`src/rtl/spq_pkg.sv`:
```
`timescale 1ns / 1ps
// ----------------------------------------------------------------------------
// spq_pkg: shared types and codes for the sorted priority queue
// Transaction payloads, operation and status codes, and the command and
// status groups that join the controller to the datapath.
// ----------------------------------------------------------------------------
package spq_pkg;

	localparam int VALUE_W = 31;

	typedef enum logic [1:0] {
		OP_INSERT = 2'd0,
		OP_REMOVE = 2'd1,
		OP_PEEK   = 2'd2,
		OP_NONE   = 2'd3
	} op_t;

	typedef enum logic [1:0] {
		ST_OK    = 2'd0,
		ST_EMPTY = 2'd1,
		ST_FULL  = 2'd2,
		ST_RSVD  = 2'd3
	} status_t;

	typedef struct packed {
		logic [1:0]         op;
		logic [VALUE_W-1:0] value;
	} req_t;

	typedef struct packed {
		logic [VALUE_W-1:0] result_value;
		logic [1:0]         status;
	} rsp_t;

	// controller -> datapath
	typedef struct packed {
		logic       capture;
		logic       commit;
		logic       do_insert;
		logic       do_remove;
		logic       take_head;
		logic [1:0] status;
	} spq_cmd_t;

	// datapath -> controller
	typedef struct packed {
		logic [1:0] op;
		logic       empty;
		logic       full;
	} spq_stat_t;

endpackage

```
`src/rtl/spq_ctrl.sv`:
```
`timescale 1ns / 1ps
// ----------------------------------------------------------------------------
// spq_ctrl: transaction controller
// Accepts one request, decodes it against the queue state and commits it
// once the response register is free.
// ----------------------------------------------------------------------------
module spq_ctrl import spq_pkg::*; (
	input  logic      clk,
	input  logic      arst_n,
	input  logic      req_valid,
	output logic      req_stall,
	output logic      rsp_valid,
	input  logic      rsp_stall,
	input  spq_stat_t stat,
	output spq_cmd_t  cmd
);

	typedef enum logic [1:0] {
		S_IDLE = 2'b01,
		S_EXEC = 2'b10
	} state_t;

	state_t state_q;
	logic   rsp_valid_q;
	logic   slot_free;

	assign slot_free = !rsp_valid_q || !rsp_stall;
	assign req_stall = (state_q != S_IDLE);
	assign rsp_valid = rsp_valid_q;

	always_comb begin
		cmd           = '0;
		cmd.capture   = req_valid && (state_q == S_IDLE);
		cmd.commit    = (state_q == S_EXEC) && slot_free;
		cmd.status    = ST_OK;
		case (stat.op)
			OP_INSERT: begin
				cmd.status    = stat.full ? ST_FULL : ST_OK;
				cmd.do_insert = !stat.full;
			end
			OP_REMOVE: begin
				cmd.status    = stat.empty ? ST_EMPTY : ST_OK;
				cmd.do_remove = !stat.empty;
				cmd.take_head = !stat.empty;
			end
			OP_PEEK: begin
				cmd.status    = stat.empty ? ST_EMPTY : ST_OK;
				cmd.take_head = !stat.empty;
			end
			default: begin
				cmd.status = ST_OK;
			end
		endcase
	end

	always_ff @(posedge clk or negedge arst_n) begin
		if (!arst_n) begin
			state_q     <= S_IDLE;
			rsp_valid_q <= 1'b0;
		end else begin
			case (state_q)
				S_IDLE: begin
					if (cmd.capture) state_q <= S_EXEC;
				end
				S_EXEC: begin
					if (cmd.commit) state_q <= S_IDLE;
				end
				default: begin
					state_q <= S_IDLE;
				end
			endcase
			if (cmd.commit) begin
				rsp_valid_q <= 1'b1;
			end else if (!rsp_stall) begin
				rsp_valid_q <= 1'b0;
			end
		end
	end

endmodule

```
`src/rtl/spq_datapath.sv`:
```
`timescale 1ns / 1ps
// ----------------------------------------------------------------------------
// spq_datapath: sorted store and response register
// A row of cells kept in descending order; every cell picks its next value
// from itself, its upper neighbor or the new value; on remove, the lower one.
// ----------------------------------------------------------------------------
module spq_datapath import spq_pkg::*; #(
	parameter int CAPACITY = 16
) (
	input  logic      clk,
	input  logic      arst_n,
	input  req_t      req,
	input  spq_cmd_t  cmd,
	output spq_stat_t stat,
	output rsp_t      rsp
);

	localparam int CNT_W = $clog2(CAPACITY + 1);

	logic [1:0]         op_q;
	logic [VALUE_W-1:0] value_q;
	logic [CNT_W-1:0]   count_q;
	logic [VALUE_W-1:0] entries_q [CAPACITY];
	logic [VALUE_W-1:0] ins_next [CAPACITY];
	logic [VALUE_W-1:0] rem_next [CAPACITY];
	logic [CAPACITY-1:0] gt;
	rsp_t               rsp_q;

	assign stat.op    = op_q;
	assign stat.empty = (count_q == '0);
	assign stat.full  = (count_q == CNT_W'(CAPACITY));
	assign rsp        = rsp_q;

	// gt[k]: cell k holds a stored value strictly above the new one
	for (genvar k = 0; k < CAPACITY; k++) begin : g_cell
		assign gt[k] = (CNT_W'(k) < count_q) && (entries_q[k] > value_q);
		if (k == 0) begin : g_head
			assign ins_next[k] = gt[k] ? entries_q[k] : value_q;
		end else begin : g_body
			assign ins_next[k] = gt[k] ? entries_q[k] :
				(gt[k-1] ? value_q : entries_q[k-1]);
		end
		if (k == CAPACITY - 1) begin : g_tail
			assign rem_next[k] = entries_q[k];
		end else begin : g_mid
			assign rem_next[k] = entries_q[k+1];
		end

		always_ff @(posedge clk) begin
			if (cmd.commit && cmd.do_insert) begin
				entries_q[k] <= ins_next[k];
			end else if (cmd.commit && cmd.do_remove) begin
				entries_q[k] <= rem_next[k];
			end
		end
	end

	always_ff @(posedge clk) begin
		if (cmd.capture) begin
			op_q    <= req.op;
			value_q <= req.value;
		end
		if (cmd.commit) begin
			rsp_q.result_value <= cmd.take_head ? entries_q[0] : '0;
			rsp_q.status       <= cmd.status;
		end
	end

	always_ff @(posedge clk or negedge arst_n) begin
		if (!arst_n) begin
			count_q <= '0;
		end else if (cmd.commit && cmd.do_insert) begin
			count_q <= count_q + CNT_W'(1);
		end else if (cmd.commit && cmd.do_remove) begin
			count_q <= count_q - CNT_W'(1);
		end
	end

endmodule

```
`src/rtl/sorted_priority_queue.sv`:
```
`timescale 1ns / 1ps
// ----------------------------------------------------------------------------
// sorted_priority_queue: bounded priority queue kept in descending order
// Each request inserts a value, removes the largest or peeks at it, and
// returns one response with the value and a status code.
// ----------------------------------------------------------------------------
// Every request is first captured and then committed; in the commit the
// whole row of cells shifts in parallel (insert or remove) and the response
// register loads. A new request is taken as soon as the previous one has
// committed, even while its response is still stalled downstream; a commit
// waits only when the response register is full and stalled. Values are
// non-negative; among equal values the newest leaves first. Remove or peek on
// an empty queue returns status 1 and value 0; an insert into a full queue is
// dropped with status 2. Op code 3 does nothing and returns status 0. No
// clearing pass follows reset: the queue is empty as soon as arst_n is high.
// ----------------------------------------------------------------------------
module sorted_priority_queue import spq_pkg::*; #(
	parameter int CAPACITY = 16
) (
	input  logic clk,
	input  logic arst_n,
	input  logic req_valid,
	output logic req_stall,
	input  req_t req,
	output logic rsp_valid,
	input  logic rsp_stall,
	output rsp_t rsp
);

	spq_cmd_t  cmd;
	spq_stat_t stat;

	// control: handshake, decode, commit timing
	spq_ctrl u_ctrl (
		.clk       (clk),
		.arst_n    (arst_n),
		.req_valid (req_valid),
		.req_stall (req_stall),
		.rsp_valid (rsp_valid),
		.rsp_stall (rsp_stall),
		.stat      (stat),
		.cmd       (cmd)
	);

	// storage: sorted cells, fill count, response payload
	spq_datapath #(
		.CAPACITY (CAPACITY)
	) u_datapath (
		.clk    (clk),
		.arst_n (arst_n),
		.req    (req),
		.cmd    (cmd),
		.stat   (stat),
		.rsp    (rsp)
	);

endmodule

```
`config.mk`:
```
export PLATFORM = sky130hd
export DESIGN_NAME = sorted_priority_queue
export DESIGN_NICKNAME = d
export VERILOG_FILES = /design/src/rtl/spq_pkg.sv /design/src/rtl/spq_ctrl.sv /design/src/rtl/spq_datapath.sv /design/src/rtl/sorted_priority_queue.sv
export SDC_FILE = /design/constraint.sdc
export NUM_CORES = 2
export LEC_CHECK = 0
export ABC_CLOCK_PERIOD_IN_PS = 6110
export BUFFER_PORTS_ARGS = -buffer_cell sky130_fd_sc_hd__buf_2
export CAP_MARGIN = 40
export CORE_MARGIN = 2
export CORE_UTILIZATION = 55
export CTS_CLUSTER_DIAMETER = 100
export CTS_CLUSTER_SIZE = 28
export DETAILED_ROUTE_END_ITERATION = 12
export GPL_ROUTABILITY_DRIVEN = 0
export HOLD_SLACK_MARGIN = 0.08
export PLACE_DENSITY = 0.71
export SETUP_SLACK_MARGIN = 0.3
export SLEW_MARGIN = 20
export SYNTH_ARGS = -nofsm -noshare
export SYNTH_HDL_FRONTEND = slang
export SYNTH_HIERARCHICAL = 1
export SYNTH_SLANG_ARGS = --single-unit
export TNS_END_PERCENT = 50
```
`constraint.sdc`:
```
create_clock -name clk -period 6.11 [get_ports clk]
set_clock_uncertainty 0.05 [all_clocks]
set_input_delay 0.611 -clock clk [delete_from_list [all_inputs] [get_ports clk]]
set_output_delay 0.611 -clock clk [all_outputs]
set_load 0.03 [all_outputs]
```
* Word level (Yosys, flattened, before mapping)
Memory sizes are Yosys's and may differ from the RTL's. Index checks and enable logic that the tools add are counted.
Cells by class: add/subtract/negate cells 2, magnitude comparators 32, reductions and logical operators 30, bitwise operators 16, multiplexer cells 65, equality and inequality tests 9
Operators by type and width (count):
- $mux 31 | 47
- $gt 31x31->1 | 16
- $lt 4x5->1 const A | 8
- $logic_and 1x1->1 | 20
- $lt 3x5->1 const A | 4
- $or 1x1->1 | 16
- $mux 1 | 11
- $lt 1x5->1 const A | 2
- $lt 2x5->1 const A | 2
- $mux 5 | 2
- $pmux 2 s2 | 2
- $mux 2 | 3
- $ne 2x1->1 const B | 3
- $add 5x1->5 const B | 1
- $eq 5x5->1 const B | 1
- $logic_not 5->1 | 1
- $sub 5x1->5 const B | 1
- $eq 2x1->1 const B | 2
- $eq 2x2->1 const B | 2
- $logic_not 1->1 | 4
- $logic_not 2->1 | 1
- $ne 2x2->1 const B | 1
- $reduce_and 2->1 | 1
- $reduce_bool 2->1 | 1
- other kinds (2) | 2
Word-level totals: output and inout port bits 35, memories 1, memory bits (writable) 496, logic and storage cells 162, input port bits 37, bits in registers 74
Memories:
- u_datapath.entries_q | depth 16, width 31, rd ports 16, clocked after Yosys merged registers in 0, write ports 16, RTL line spq_datapath.sv:23 | logic [VALUE_W-1:0] entries_q [CAPACITY];

* Logic depth before layout (Yosys ltp)
depth in word-level cells 8, mapped depth 13, gate-level depth less buffers 10

* Cells and area by module
Netlist, hierarchy kept.
By module, submodules not included:
- spq_datapath | cells each 3623, seq. area each 17001.3 um^2, instances 1, area each 38413.1 um^2
- spq_ctrl | cells each 22, seq. area each 76.3 um^2, instances 1, area each 207.7 um^2

* Least setup slack after synthesis
Ideal clock, no wire load.
kind input-to-reg, from input rsp_stall, to memory u_datapath.entries_q[15][0], in the netlist u_datapath/entries_q[1][217], enable pin, buffers on the path 1, cell stages on the path 4, setup time 438 ps, arrival time 4451 ps, required time 5622 ps, path slack 1171 ps, path through a21oi_1 clkbuf_1 nand2_1 a31oi_1
RTL lines:
- start: declaration | RTL line sorted_priority_queue.sv:26 | input logic rsp_stall,
- end: declaration | RTL line spq_datapath.sv:23

==> run_results.csv <==
group,metric,value,unit
status,status,"finished clean",
routing,wl_per_cell,20.2,microns
logic_synthesis,synth_area_per_cell,10.6,sq um
grt,grt_pass1_vias,26475,
routing,routed-via-count,27852,
logic_synthesis,netlist_area,38600,sq um
clock_tree,clk_pin_slew,0.11,ns
grt,grt_pass1_wl,147,mm
grt,grt_max_degree,261,
setup_path,critPathRequiredTime,6.42,ns
setup_path,startpoint_type,"flip-flop",
clock_tree,worstSkewPairLatency,0.63,ns
clock_tree,htreeDepth,1,
final_layout,fillerInstances,5838,
final_layout,insertedDiodeCount,0,
timing,max_slew_margin,0.265,
floorplan,core,69800,sq um
hold_path,hp-class,"primary input to flip-flop",
grt,antenna_found_initial,0,
timing,min_period_over_period,0.815,
routing,dr_wl_met3,5.00,mm
setup_path,critPathKind,"flip-flop to flip-flop",
final_layout,syn2layout_area_growth,6.42,%
final_layout,final_core_util,0.589,
grt,track_usage,0.255,
routing,routed_wl,92.8,mm
final_layout,nets,4185,
timing,setup_tns,0,ns
floorplan,pin_count,72,
timing,worst_pin_slew,1.10,ns
logic_synthesis,syn_nets,4185,
clock_tree,cts_buffers,29,
grt,grt_overflow,0,
floorplan,start_util,0.553,
timing,hold_violations,0,
clock_tree,cts_tree,"done",
clock_tree,cts_root_buffer,"clkbuf_16",
floorplan,rows,97,
final_layout,instances_no_fill,4603,
setup_path,crit_path_end_kind,"flip-flop",
routing,route.detailed.drc,0,
routing,postRouteAntennaNets,0,
timing,fmax,201,MHz
logic_synthesis,synthArstFlopShare,0.0140,
logic_synthesis,yosysWarningCount,6,
floorplan,die_h,269,microns
place,hpwlAfterDp,71.4,mm
setup_path,cp_max_fo,17,
power_and_ir_drop,vdd_ir_drop_max,0.205,mV
place,port-buffer-count,71,
place,dp_cells,4527,
final_layout,drive_above_1_share,0.0723,
power_and_ir_drop,pwr_density_cell,247,nW/um^2
routing,drtIter0Drc,2777,
routing,routed_via_density,6.05,
final_layout,multi_input_area,20400,sq um
floorplan,dieArea,72400,sq um
logic_synthesis,synthCells,3645,
final_layout,seq_area,17100,sq um
routing,top_layer_used,"met4",
timing,period_minus_slack,4.98,ns
clock_tree,clkSinkCount,570,
logic_synthesis,synth.distinct_cells,67,
logic_synthesis,synth-seq-cells,570,
setup_path,cp_data_arrival_time,5.28,ns
floorplan,die_w,269,microns
logic_synthesis,ys_seq_area_frac,0.442,
logic_synthesis,ys.flop_type,"edfxtp_1",
clock_tree,cts_buffer_depth,3,
timing,setup_viol,0,
timing,drv_slew,0,
routing,wl_met2,41.5,mm
routing,drt-met1-wl,43.5,mm
run,drv_cap,0,
logic_synthesis,synth_edf_count,562,
power_and_ir_drop,p_leak,17.2,nW
timing,grt_setup_unrepaired,"false",
routing,drt_pass1_iterations,5,
logic make-up (layout without fill, tap and decap cells):
group / Yosys count / count (layout) / share of synthesized area
AOI/OAI and AO/OA: 898 / 898 / 0.131
xor gates and xnor gates: 4 / 4 / 0.000907
adders and majority gates: 503 / 503 / 0.163
buffers and inverters: 256 / 274 / 0.0341
DFF: 570 / 570 / 0.442
muxes: 434 / 434 / 0.113
and+or+nand+nor: 980 / 980 / 0.115
layer usage:
metal,GRT usage,vias to the layer above
met5,0,-
met4,0.0698,0
met3,0.0178,123
met2,0.406,842
met1,0.377,13112
li1,-,13775
cells in the mapped netlist, drive strengths merged (2+ instances only):
cell type	instances	area share
o221ai	3	0.00068
and3b	2	0.00045
clkbuf	111	0.011
nand3b	13	0.0025
o31ai	12	0.0023
a41oi	2	0.0014
and3	2	0.00032
nor3	30	0.0040
a221oi	12	0.0027
or3	4	0.00065
or2	3	0.00049
nand2b	3	0.00055
o311ai	2	0.00045
o21a	3	0.00058
mux2	31	0.0090
buf	84	0.017
o211ai	8	0.0016
a222oi	8	0.0021
inv	61	0.0059
nor2	121	0.012
edfxtp	562	0.44
o22ai	2	0.00032
a32oi	10	0.0038
a22oi	2	0.00039
ha	503	0.16
a21o	34	0.0066
a21boi	4	0.00078
dfrtp	7	0.0045
and2	33	0.0053
nand3	74	0.0096
a221o	2	0.00052
nor2b	7	0.0011
a21oi	281	0.037
mux2i	403	0.10
a211oi	27	0.0052
or3b	8	0.0018
nor4	23	0.0040
o21ai	470	0.061
nand2	543	0.053
and4	4	0.00091
o311a	2	0.00052
a31oi	7	0.0015
xor2	3	0.00068
nand4	108	0.018
path summary, 6_finish.rpt:
kind,from,to,slack (ns),cells past startpoint
min in group asynchronous,arst_n,u_datapath/count_q[1]$_DFFE_PN0P_,0.33,2
max reg2reg,u_datapath/value_q[22]$_DFFE_PP_,u_datapath/entries_q[1][25]$_DFFE_PP_,1.13,9
min reg2reg,u_datapath/entries_q[1][242]$_DFFE_PP_,u_datapath/entries_q[1][211]$_DFFE_PP_,0.53,2
min,req[10],u_datapath/value_q[10]$_DFFE_PP_,0.10,1
max,u_datapath/value_q[22]$_DFFE_PP_,u_datapath/entries_q[1][25]$_DFFE_PP_,1.13,9
max in group asynchronous,arst_n,u_ctrl/state_q[0]$_DFFE_PN1P_,5.41,2
metrics by stage:
step / hold slack, ns / power (mW) / setup WS (ns) / cell area, sq um
global route: 0.0886 / 10.7 / 0.863 / 41100
finish: 0.105 / 10.1 / 1.13 / 41100
floorplan: 0.265 / 7.22 / 1.17 / 38600
CTS: 0.0807 / 10.2 / 1.21 / 41000
detailed placement: 0.448 / 7.83 / 1.21 / 39800
global placement: 0.441 / 7.73 / 1.30 / 39800
registers in the layout (all words and copies together) (netlist names):
signal / cells
u_ctrl/rsp_valid: 1
u_ctrl/state_q: 2
u_datapath/count_q: 5
u_datapath/entries_q: 496
u_datapath/op_q: 2
u_datapath/rsp: 33
u_datapath/value_q: 31
placed cells by master (no fill, tap or decap), types with 61 or more instances in the layout:
master | netlist | routed
a21oi_1 | 273 | 272
o21ai_0 | 121 | 121
inv_1 | 61 | 61
nand2_1 | 543 | 543
mux2i_1 | 403 | 403
buf_2 | 21 | 71
edfxtp_1 | 562 | 562
nand3_1 | 74 | 73
nand4_1 | 104 | 104
ha_1 | 503 | 503
nor2_1 | 121 | 118
o21ai_1 | 349 | 348
worst max-delay path, cell delays in order (launching register included):
cell and delay [ns]:
edfxtp_1 0.87, inv_1 0.64, ha_1 0.54, nand4_1 0.15
nor4_1 0.75, a31oi_1 0.25, a32oi_4 0.67, buf_4 0.42
mux2i_1 0.24, o21ai_0 0.09
where the power goes:
group          total (mW)  switching, mW  internal, mW  leakage (nW)
registers            4.85          0.196          4.65          5.19
logic                2.93           1.69          1.24          11.6
clock network        2.37           1.39         0.971         0.464
cell type report:
type,instances,share of cell area
sequential,570,0.416
clock inverter,19,0.00539
timing repair buffer,164,0.0305
clock buffer,30,0.0177
inverter,61,0.00557
multi-input combinational,2819,0.497
tap,940,0.0286
what timing repair did:
item | 4_1_cts | 5_1_grt
gates resized for setup | 0 | 0
hold buffers | 19 | 0
endpoints found under the hold margin | 26 | 0
buffers inserted | 0 | 0
(Power assumes the default switching activity.)
